--- config.mk ---
export PLATFORM = sky130hd
export DESIGN_NAME = decimal_number_text_parser_flat
export DESIGN_NICKNAME = d
export VERILOG_FILES = /design/src/rtl/core/dnp_pkg.sv /design/src/rtl/core/dnp_channels_if.sv /design/src/rtl/core/dnp_front.sv /design/src/rtl/core/dnp_queue.sv /design/src/rtl/core/dnp_back.sv /design/src/rtl/core/decimal_number_text_parser.sv /design/src/flat_wrapper.sv
export VERILOG_INCLUDE_DIRS = /design/src /design/src/rtl/core
export SDC_FILE = /design/constraint.sdc
export NUM_CORES = 1
export LEC_CHECK = 0
export BUFFER_PORTS_ARGS = -buffer_cell sky130_fd_sc_hd__buf_4
export CAP_MARGIN = 10
export CORE_MARGIN = 1.5
export CORE_UTILIZATION = 51
export CTS_BUF_LIST = sky130_fd_sc_hd__clkbuf_16
export CTS_CLUSTER_DIAMETER = 150
export DETAILED_ROUTE_END_ITERATION = 7
export PLACE_DENSITY = 0.77
export SETUP_SLACK_MARGIN = 0.1
export SLEW_MARGIN = 5
export SYNTH_ARGS = -nofsm -noshare
export SYNTH_HDL_FRONTEND = slang
export SYNTH_SLANG_ARGS = --single-unit
--- constraint.sdc ---
create_clock -name clock -period 8.3 [get_ports clock]
set_input_delay 1.66 -clock clock [delete_from_list [all_inputs] [get_ports clock]]
set_output_delay 1.66 -clock clock [all_outputs]
set_load 0.02 [all_outputs]
--- src/rtl/core/decimal_number_text_parser_macros.svh ---
// Assertion macros for the decimal number text parser.
`ifndef DECIMAL_NUMBER_TEXT_PARSER_MACROS_SVH
`define DECIMAL_NUMBER_TEXT_PARSER_MACROS_SVH
`ifndef SYNTHESIS
`define DNP_ASSERT_NOW(label, clk, rst, ante, cons) \
   label: assert property (@(posedge clk) disable iff (rst) (ante) |-> (cons)) \
      else $error("dnp: same-cycle check failed");
`define DNP_ASSERT_NEXT(label, clk, rst, ante, cons) \
   label: assert property (@(posedge clk) disable iff (rst) (ante) |=> (cons)) \
      else $error("dnp: next-cycle check failed");
`else
`define DNP_ASSERT_NOW(label, clk, rst, ante, cons)
`define DNP_ASSERT_NEXT(label, clk, rst, ante, cons)
`endif
`endif

--- src/rtl/core/dnp_pkg.sv ---
// Shared constants, types and functions of the decimal number text parser.
package dnp_pkg;

   localparam int FRAC_BITS_DEF = 48;
   localparam int INT_W         = 32;
   localparam int OUT_FRAC_W    = 32;
   localparam int CHAR_W        = 8;
   localparam int DIGIT_W       = 4;
   localparam int DEC_BASE      = 10;
   // Place weights reach zero after at most 19 fraction digits at 60 bits.
   localparam int WEIGHT_DEPTH  = 20;
   localparam int WIDX_W        = $clog2(WEIGHT_DEPTH);
   localparam int QUEUE_DEPTH   = 4;
   localparam int QPTR_W        = $clog2(QUEUE_DEPTH);

   localparam logic [CHAR_W-1:0] CHAR_ZERO  = 8'h30;
   localparam logic [CHAR_W-1:0] CHAR_NINE  = 8'h39;
   localparam logic [CHAR_W-1:0] CHAR_DOT   = 8'h2E;
   localparam logic [CHAR_W-1:0] CHAR_PLUS  = 8'h2B;
   localparam logic [CHAR_W-1:0] CHAR_MINUS = 8'h2D;
   localparam logic [CHAR_W-1:0] CHAR_F     = 8'h66;

   localparam logic [2:0] KIND_DIGIT = 3'd0;
   localparam logic [2:0] KIND_DOT   = 3'd1;
   localparam logic [2:0] KIND_PLUS  = 3'd2;
   localparam logic [2:0] KIND_MINUS = 3'd3;
   localparam logic [2:0] KIND_F     = 3'd4;
   localparam logic [2:0] KIND_OTHER = 3'd5;

   typedef struct packed {
      logic [2:0]         kind;
      logic [DIGIT_W-1:0] digit;
      logic               last;
   } dnp_item_type;

   typedef struct packed {
      logic full;
      logic empty;
   } dnp_q_status_type;

   // floor(2^frac_bits / 10^(k+1)), evaluated at elaboration only.
   function automatic logic [63:0] place_weight(input int frac_bits, input int k);
      logic [63:0] w;
      w = 64'd1 << frac_bits;
      for (int i = 0; i <= k; i++) begin
         w = w / DEC_BASE;
      end
      return w;
   endfunction

endpackage

--- src/rtl/core/dnp_channels_if.sv ---
// Channel interfaces of the decimal number text parser.
interface dnp_req_if;
   logic       valid;
   logic       ready;
   logic [7:0] char_code;
   logic       last;
   modport source (output valid, char_code, last, input ready);
   modport sink (input valid, char_code, last, output ready);
endinterface

interface dnp_rsp_if;
   logic               valid;
   logic               ready;
   logic               valid_res;
   logic signed [31:0] int_value;
   logic        [31:0] frac_value;
   logic               negative;
   modport source (output valid, valid_res, int_value, frac_value, negative, input ready);
   modport sink (input valid, valid_res, int_value, frac_value, negative, output ready);
endinterface

interface dnp_csr_if;
   logic valid;
   logic ready;
   logic fraction_enable;
   modport source (output valid, fraction_enable, input ready);
   modport sink (input valid, fraction_enable, output ready);
endinterface

--- src/rtl/core/dnp_front.sv ---
// Front end: accepts characters and classifies them for the queue.
module dnp_front
   import dnp_pkg::*;
(
   dnp_req_if.sink          req_if,
   input  dnp_q_status_type q_status,
   output logic             push_valid,
   output dnp_item_type     push_item
);

   logic [CHAR_W-1:0] code;
   logic [CHAR_W-1:0] offset;

   assign code   = req_if.char_code;
   assign offset = code - CHAR_ZERO;

   assign req_if.ready = !q_status.full;
   assign push_valid   = req_if.valid && !q_status.full;

   always_comb begin
      push_item.last  = req_if.last;
      push_item.digit = offset[DIGIT_W-1:0];
      if (code >= CHAR_ZERO && code <= CHAR_NINE) begin
         push_item.kind = KIND_DIGIT;
      end else if (code == CHAR_DOT) begin
         push_item.kind = KIND_DOT;
      end else if (code == CHAR_PLUS) begin
         push_item.kind = KIND_PLUS;
      end else if (code == CHAR_MINUS) begin
         push_item.kind = KIND_MINUS;
      end else if (code == CHAR_F) begin
         push_item.kind = KIND_F;
      end else begin
         push_item.kind = KIND_OTHER;
      end
   end

endmodule

--- src/rtl/core/dnp_queue.sv ---
// Short queue of classified characters between front end and back end.
module dnp_queue
   import dnp_pkg::*;
(
   input  logic             clock,
   input  logic             reset,
   input  logic             push_valid,
   input  dnp_item_type     push_item,
   input  logic             pop,
   output dnp_q_status_type q_status,
   output dnp_item_type     pop_item
);

   dnp_item_type      slot_ff [QUEUE_DEPTH];
   logic [QPTR_W-1:0] wr_ptr_ff, wr_ptr_in;
   logic [QPTR_W-1:0] rd_ptr_ff, rd_ptr_in;
   logic [QPTR_W:0]   count_ff, count_in;

   assign q_status.full  = (count_ff == (QPTR_W+1)'(QUEUE_DEPTH));
   assign q_status.empty = (count_ff == '0);
   assign pop_item       = slot_ff[rd_ptr_ff];

   always_comb begin
      wr_ptr_in = push_valid ? wr_ptr_ff + QPTR_W'(1) : wr_ptr_ff;
      rd_ptr_in = pop ? rd_ptr_ff + QPTR_W'(1) : rd_ptr_ff;
      count_in  = count_ff;
      if (push_valid && !pop) begin
         count_in = count_ff + (QPTR_W+1)'(1);
      end else if (pop && !push_valid) begin
         count_in = count_ff - (QPTR_W+1)'(1);
      end
   end

   always_ff @(posedge clock) begin
      if (reset) begin
         wr_ptr_ff <= '0;
         rd_ptr_ff <= '0;
         count_ff  <= '0;
      end else begin
         wr_ptr_ff <= wr_ptr_in;
         rd_ptr_ff <= rd_ptr_in;
         count_ff  <= count_in;
      end
   end

   always_ff @(posedge clock) begin
      if (push_valid) begin
         slot_ff[wr_ptr_ff] <= push_item;
      end
   end

endmodule

--- src/rtl/core/dnp_back.sv ---
// Back end: runs the string state per character and registers the result.
module dnp_back
   import dnp_pkg::*;
#(
   parameter int FRAC_BITS = FRAC_BITS_DEF
) (
   input  logic         clock,
   input  logic         reset,
   input  logic         fraction_enable,
   input  logic         item_valid,
   input  dnp_item_type item,
   output logic         item_pop,
   dnp_rsp_if.source    rsp_if
);

   logic [FRAC_BITS-1:0] weight_tab [WEIGHT_DEPTH];

   for (genvar k = 0; k < WEIGHT_DEPTH; k++) begin : g_weight
      assign weight_tab[k] = FRAC_BITS'(place_weight(FRAC_BITS, k));
   end

   logic [INT_W-1:0]      int_accum_ff, int_accum_in;
   logic [FRAC_BITS-1:0]  frac_accum_ff, frac_accum_in;
   logic [WIDX_W-1:0]     widx_ff, widx_in;
   logic                  first_char_ff, first_char_in;
   logic                  seen_dot_ff, seen_dot_in;
   logic                  seen_minus_ff, seen_minus_in;
   logic                  seen_f_ff, seen_f_in;
   logic                  seen_digit_ff, seen_digit_in;
   logic                  error_ff, error_in;

   logic                  rsp_valid_ff, rsp_valid_in;
   logic                  valid_res_ff, valid_res_in;
   logic [INT_W-1:0]      int_value_ff, int_value_in;
   logic [OUT_FRAC_W-1:0] frac_value_ff, frac_value_in;
   logic                  negative_ff, negative_in;

   logic                  out_free;
   logic                  finish;
   logic                  ok;
   logic [FRAC_BITS+DIGIT_W-1:0] prod;
   logic [INT_W-1:0]      int_step;

   assign out_free = !rsp_valid_ff || rsp_if.ready;
   assign item_pop = item_valid && (!item.last || out_free);
   assign finish   = item_pop && item.last;

   assign prod     = (FRAC_BITS+DIGIT_W)'(weight_tab[widx_ff])
                   * (FRAC_BITS+DIGIT_W)'(item.digit);
   assign int_step = (int_accum_ff << 3) + (int_accum_ff << 1)
                   + INT_W'(item.digit);

   // Next string state after this character.
   always_comb begin
      int_accum_in  = int_accum_ff;
      frac_accum_in = frac_accum_ff;
      widx_in       = widx_ff;
      seen_dot_in   = seen_dot_ff;
      seen_minus_in = seen_minus_ff;
      seen_f_in     = seen_f_ff;
      seen_digit_in = seen_digit_ff;
      error_in      = error_ff;
      first_char_in = 1'b0;
      if (seen_f_ff) begin
         error_in = 1'b1;
      end else begin
         case (item.kind)
            KIND_DIGIT: begin
               seen_digit_in = 1'b1;
               if (seen_dot_ff) begin
                  frac_accum_in = frac_accum_ff + prod[FRAC_BITS-1:0];
                  if (widx_ff != WIDX_W'(WEIGHT_DEPTH-1)) begin
                     widx_in = widx_ff + WIDX_W'(1);
                  end
               end else begin
                  int_accum_in = int_step;
               end
            end
            KIND_DOT: begin
               if (seen_dot_ff) begin
                  error_in = 1'b1;
               end
               seen_dot_in = 1'b1;
            end
            KIND_PLUS: begin
               if (!first_char_ff) begin
                  error_in = 1'b1;
               end
            end
            KIND_MINUS: begin
               if (!first_char_ff) begin
                  error_in = 1'b1;
               end
               seen_minus_in = 1'b1;
            end
            KIND_F: begin
               seen_f_in = 1'b1;
            end
            default: begin
               error_in = 1'b1;
            end
         endcase
      end
   end

   assign ok = !error_in && seen_digit_in;

   always_comb begin
      valid_res_in  = ok;
      negative_in   = ok && seen_minus_in;
      int_value_in  = '0;
      frac_value_in = '0;
      if (ok) begin
         int_value_in = seen_minus_in ? INT_W'(0) - int_accum_in : int_accum_in;
         if (fraction_enable) begin
            frac_value_in = frac_accum_in[FRAC_BITS-1 -: OUT_FRAC_W];
         end
      end
      rsp_valid_in = finish ? 1'b1 : (rsp_if.ready ? 1'b0 : rsp_valid_ff);
   end

   always_ff @(posedge clock) begin
      if (reset) begin
         int_accum_ff  <= '0;
         frac_accum_ff <= '0;
         widx_ff       <= '0;
         first_char_ff <= 1'b1;
         seen_dot_ff   <= 1'b0;
         seen_minus_ff <= 1'b0;
         seen_f_ff     <= 1'b0;
         seen_digit_ff <= 1'b0;
         error_ff      <= 1'b0;
         rsp_valid_ff  <= 1'b0;
      end else begin
         rsp_valid_ff <= rsp_valid_in;
         if (finish) begin
            // Drop the string state once the last character is done.
            int_accum_ff  <= '0;
            frac_accum_ff <= '0;
            widx_ff       <= '0;
            first_char_ff <= 1'b1;
            seen_dot_ff   <= 1'b0;
            seen_minus_ff <= 1'b0;
            seen_f_ff     <= 1'b0;
            seen_digit_ff <= 1'b0;
            error_ff      <= 1'b0;
         end else if (item_pop) begin
            int_accum_ff  <= int_accum_in;
            frac_accum_ff <= frac_accum_in;
            widx_ff       <= widx_in;
            first_char_ff <= first_char_in;
            seen_dot_ff   <= seen_dot_in;
            seen_minus_ff <= seen_minus_in;
            seen_f_ff     <= seen_f_in;
            seen_digit_ff <= seen_digit_in;
            error_ff      <= error_in;
         end
      end
   end

   always_ff @(posedge clock) begin
      if (finish) begin
         valid_res_ff  <= valid_res_in;
         int_value_ff  <= int_value_in;
         frac_value_ff <= frac_value_in;
         negative_ff   <= negative_in;
      end
   end

   assign rsp_if.valid      = rsp_valid_ff;
   assign rsp_if.valid_res  = valid_res_ff;
   assign rsp_if.int_value  = int_value_ff;
   assign rsp_if.frac_value = frac_value_ff;
   assign rsp_if.negative   = negative_ff;

endmodule

--- src/rtl/core/decimal_number_text_parser.sv ---
// Top level of the decimal number text parser.
// Takes one character per cycle on req_if, with last set on the final character of a
// string, and returns one result per string on rsp_if: a valid flag, the signed integer
// part, the fraction as unsigned Q0.32 and the minus flag. A character is accepted
// every cycle while the four-entry character queue has room; the back end retires one
// character per cycle from that queue unless stalled, so throughput is one character per
// cycle; a string's result is registered when its last character leaves the queue. A
// result waiting in the output register stalls only the back end on a last character;
// the queue keeps taking characters meanwhile. csr_if writes fraction_enable (reset 1)
// and is always ready; write it only while no string is in flight.
`include "decimal_number_text_parser_macros.svh"

module decimal_number_text_parser
   import dnp_pkg::*;
#(
   parameter int FRAC_BITS = FRAC_BITS_DEF
) (
   input  logic      clock,
   input  logic      reset,
   dnp_req_if.sink   req_if,
   dnp_rsp_if.source rsp_if,
   dnp_csr_if.sink   csr_if
);

   logic             fraction_enable_ff, fraction_enable_in;
   logic             push_valid;
   dnp_item_type     push_item;
   dnp_item_type     q_item;
   dnp_q_status_type q_status;
   logic             q_pop;

   assign csr_if.ready       = 1'b1;
   assign fraction_enable_in = csr_if.valid ? csr_if.fraction_enable : fraction_enable_ff;

   always_ff @(posedge clock) begin
      if (reset) begin
         fraction_enable_ff <= 1'b1;
      end else begin
         fraction_enable_ff <= fraction_enable_in;
      end
   end

   dnp_front u_front (
      .req_if     (req_if),
      .q_status   (q_status),
      .push_valid (push_valid),
      .push_item  (push_item)
   );

   dnp_queue u_queue (
      .clock      (clock),
      .reset      (reset),
      .push_valid (push_valid),
      .push_item  (push_item),
      .pop        (q_pop),
      .q_status   (q_status),
      .pop_item   (q_item)
   );

   dnp_back #(
      .FRAC_BITS (FRAC_BITS)
   ) u_back (
      .clock           (clock),
      .reset           (reset),
      .fraction_enable (fraction_enable_ff),
      .item_valid      (!q_status.empty),
      .item            (q_item),
      .item_pop        (q_pop),
      .rsp_if          (rsp_if)
   );

   `DNP_ASSERT_NOW(a_pop_not_empty, clock, reset, q_pop, !q_status.empty)
   `DNP_ASSERT_NEXT(a_last_gives_rsp, clock, reset, q_pop && q_item.last, rsp_if.valid)
   `DNP_ASSERT_NOW(a_bad_is_zero, clock, reset, rsp_if.valid && !rsp_if.valid_res, rsp_if.int_value == 0 && rsp_if.frac_value == 0 && !rsp_if.negative)

endmodule

--- src/flat_wrapper.sv ---
// flat-port wrapper written by rule: the top's interface ports become plain ports
module decimal_number_text_parser_flat import dnp_pkg::*;
#(
   parameter int FRAC_BITS = FRAC_BITS_DEF
)
  (clock, reset, req_if_valid, req_if_char_code, req_if_last, req_if_ready, rsp_if_valid, rsp_if_valid_res, rsp_if_int_value, rsp_if_frac_value, rsp_if_negative, rsp_if_ready, csr_if_valid, csr_if_fraction_enable, csr_if_ready);
  dnp_req_if req_if_i ();
  dnp_rsp_if rsp_if_i ();
  dnp_csr_if csr_if_i ();
  input  logic clock;
  input  logic reset;
  input wire logic [$bits(req_if_i.valid)-1:0] req_if_valid;
  input wire logic [$bits(req_if_i.char_code)-1:0] req_if_char_code;
  input wire logic [$bits(req_if_i.last)-1:0] req_if_last;
  output wire logic [$bits(req_if_i.ready)-1:0] req_if_ready;
  output wire logic [$bits(rsp_if_i.valid)-1:0] rsp_if_valid;
  output wire logic [$bits(rsp_if_i.valid_res)-1:0] rsp_if_valid_res;
  output wire logic [$bits(rsp_if_i.int_value)-1:0] rsp_if_int_value;
  output wire logic [$bits(rsp_if_i.frac_value)-1:0] rsp_if_frac_value;
  output wire logic [$bits(rsp_if_i.negative)-1:0] rsp_if_negative;
  input wire logic [$bits(rsp_if_i.ready)-1:0] rsp_if_ready;
  input wire logic [$bits(csr_if_i.valid)-1:0] csr_if_valid;
  input wire logic [$bits(csr_if_i.fraction_enable)-1:0] csr_if_fraction_enable;
  output wire logic [$bits(csr_if_i.ready)-1:0] csr_if_ready;
  assign req_if_i.valid = req_if_valid;
  assign req_if_i.char_code = req_if_char_code;
  assign req_if_i.last = req_if_last;
  assign req_if_ready = req_if_i.ready;
  assign rsp_if_valid = rsp_if_i.valid;
  assign rsp_if_valid_res = rsp_if_i.valid_res;
  assign rsp_if_int_value = rsp_if_i.int_value;
  assign rsp_if_frac_value = rsp_if_i.frac_value;
  assign rsp_if_negative = rsp_if_i.negative;
  assign rsp_if_i.ready = rsp_if_ready;
  assign csr_if_i.valid = csr_if_valid;
  assign csr_if_i.fraction_enable = csr_if_fraction_enable;
  assign csr_if_ready = csr_if_i.ready;
  decimal_number_text_parser #(.FRAC_BITS(FRAC_BITS)) u_core (.clock(clock), .reset(reset), .req_if(req_if_i), .rsp_if(rsp_if_i), .csr_if(csr_if_i));
endmodule
==> reports/metrics.cfg <==
[critical_path]
worstPathRequired_ps=8500
worstSetupPathType=reg2reg
worstSetupEndpointType=flip-flop
crit_arrival_ps=7620
start_kind=flip-flop
crit_fanout=14
slowest_delay_ps=660
slowest_stage=o311ai_1
critPathLaunch=u_core.u_back.widx_ff[0]$_SDFFE_PP0P_
r2r-start=u_core.u_back.widx_ff[0]$_SDFFE_PP0P_
cp_common_cell=fa_1
worstPathCellList=clkinv_1 -> ha_1 -> nand2_1 -> o21ai_0 -> o211ai_1 -> nor2_1 -> fa_1 -> fa_1 -> inv_1 -> fa_1 -> inv_1 -> ha_1 -> a21o_1 -> a21oi_1 -> o2111a_1 -> o21ai_1 -> and3_1 -> o311ai_1 -> a21oi_1 -> a311oi_1 -> or4_1 -> o211ai_1

[sta]
finClkSkew_ps=14.44
hold_viol=0
setup_viol=0
worst_pin_slew_ps=1040
setup_tns_ps=0
rsz0062_at_grt=no
finalCriticalPeriod_ps=7418
clock.fmax_ghz=0.1348
fin_crit_sh=0.8937
slew_headroom=0.3070
drv_slew=0

[placed_design]
gp_congestion=0.9442
portBuffers=82
hpwl_um=35610

[clock_network]
cts_hold_buf=0
post_cts_resized=0
clkSlewWorstSetupHoldPaths_ps=90
htreeDepth=4
cts.sink_count=200
clock_latency_ps=470
cts_setup_buffers=0
cts_tree=built
cts_buffer_depth=2
cts_root_buffer=clkbuf_16
cts_buffers=17

[logic_synthesis]
synth_warnings=0
yosys_most_used_dff=dfxtp_1
async_flop_share=0
yosysSeqAreaShare=0.2701
synth_top_area_frac=0.1595
synth.distinct_cells=87
yosysTopAreaCell=edfxtp_1
synth_nets=2490
synth_edf_count=98
syn-instance-count=2215
yosys-top-cells-area=edfxtp_1 (16%), fa_1 (14%), dfxtp_1 (11%), ha_1 (9.1%), nor2_1 (5.7%)
ys_ff_latch=200
netlist_area_mm2=0.01846
syn_area_per_cell_um2=8.332

[drt]
first_pass_iters=8
routed_via_density=5.821
routed-via-count=15798
drt_iter0_drc=1231
drc=0
postRouteAntennaNets=0
routed_wl_um=47460
wire_per_inst_um=17.49

[grt]
grt_antenna_before_repair=3
overflow=0
grt_pass1_vias=15517
grt_pass1_wl_um=78630
grt_max_degree=70
grt_use_total=0.2571

[layout]
num-fill-cells=3210
drive_gt1_frac=0.08311
final_nets=2512
most-common-layout-cells=nor2_1 (281), nand2_1 (253), inv_1 (250)
final_common_cell=nor2_1
area_growth_pct=8.454

[floorplan]
pin_count=84
initial_core_util=0.5189
die_h_um=193.2
die_area_mm2=0.03734
coreArea_mm2=0.03557
die_width_um=193.2
rows=69

[job]
cap_violations=0

[hold_path]
holdCritPathClass=reg2reg
worstHoldStart=u_core.u_back.frac_accum_ff[10]$_SDFFE_PP0P_

[status]
status=completed

per-layer routing:
metal	track usage	vias to the layer above	part of all wire
met5	0	-	0
met4	0.08613	0	0.024
met3	0.04324	67	0.063
met2	0.4188	545	0.47
met1	0.3474	7584	0.44
li1	-	7602	-
worst max-delay path, delay by kind of cell, from the launching register on:
| kind | cells | cell delay [ps] |
|---|---|---|
| buffers and inverters | 3 | 560 |
| AND/OR/NAND/NOR | 4 | 680 |
| flip-flops | 1 | 640 |
| AO/OA/AOI/OAI | 10 | 2810 |
| adder cells (fa/ha/maj) | 5 | 2430 |
synth_stat cells (all sizes together) (29+ instances only):
library cell / instances
a211oi: 51
nor3: 55
dfxtp: 102
mux2i: 29
nor2: 284
xnor2: 51
o21ai: 92
nand2: 254
inv: 250
a21oi: 181
clkbuf: 81
fa: 126
ha: 134
nand3: 42
edfxtp: 98
a21o: 44
xor2: 33
area by class of cell:
cell class | instances | area (um^2) | share of cell area
Tap cell | 461 | 576.8 | 0.02882
Antenna cell | 3 | 7.507 | 0.0003751
Timing Repair Buffer | 101 | 758.2 | 0.03788
Sequential cell | 200 | 4985 | 0.2490
Clock inverter | 15 | 158.9 | 0.007939
Clock buffer | 17 | 425.4 | 0.02125
Multi-Input combinational cell | 1663 | 12150 | 0.6071
Inverter | 254 | 953.4 | 0.04763
sequential cells by signal, summed over array words and instances, names as in the netlist, 2 cells and up, named ones only:
signal,count
u_core.u_queue.slot_ff,32
u_core.u_back.frac_accum_ff,48
u_core.u_back.widx_ff,5
u_core.u_back.int_accum_ff,32
u_core.u_queue.wr_ptr_ff,2
u_core.u_back.rsp_if.frac_value,32
u_core.u_back.rsp_if.int_value,32
u_core.u_queue.rd_ptr_ff,2
u_core.u_queue.count_ff,3
final timing paths:
check,end,slack [ps],cells after the start
min reg2reg,u_core.u_back.frac_accum_ff[10]$_SDFFE_PP0P_,450,2
min,u_core.u_back.frac_accum_ff[10]$_SDFFE_PP0P_,450,2
max,u_core.u_back.rsp_if.frac_value[24]$_SDFFCE_PN0P_,880,22
max reg2reg,u_core.u_back.rsp_if.frac_value[24]$_SDFFCE_PN0P_,880,22
cell families (layout without fill, tap and decap cells):
group           count (synthesis)  in the layout  synth area share
simple gates                  788            788            0.1935
buf+inv                       352            387           0.07308
mux                            39             39           0.02508
other cells                     1              4         0.0002032
xor+xnor                       84             84           0.03986
flops                         200            200            0.2701
fa+ha+maj                     260            260            0.2275
compound gates                491            491            0.1706
stage by stage:
step / setup WS, ps / hold slack, ps / util / area, um^2 / instances
after floorplan: 1991 / 422.7 / - / 18460 / 2215
after global placement: 1210 / 437.6 / 0.5461 / 19420 / 2679
after detailed placement: 1043 / 440.4 / 0.5461 / 19420 / 2679
after CTS: 1004 / 457.1 / 0.5625 / 20010 / 2711
after global routing: 396.5 / 477.6 / 0.5625 / 20010 / 2711
final: 881.9 / 454.3 / 0.5627 / 20020 / 2714
Power is not shown: default switching activity piles up to over one toggle a cycle in this logic, so the estimate is an artifact.
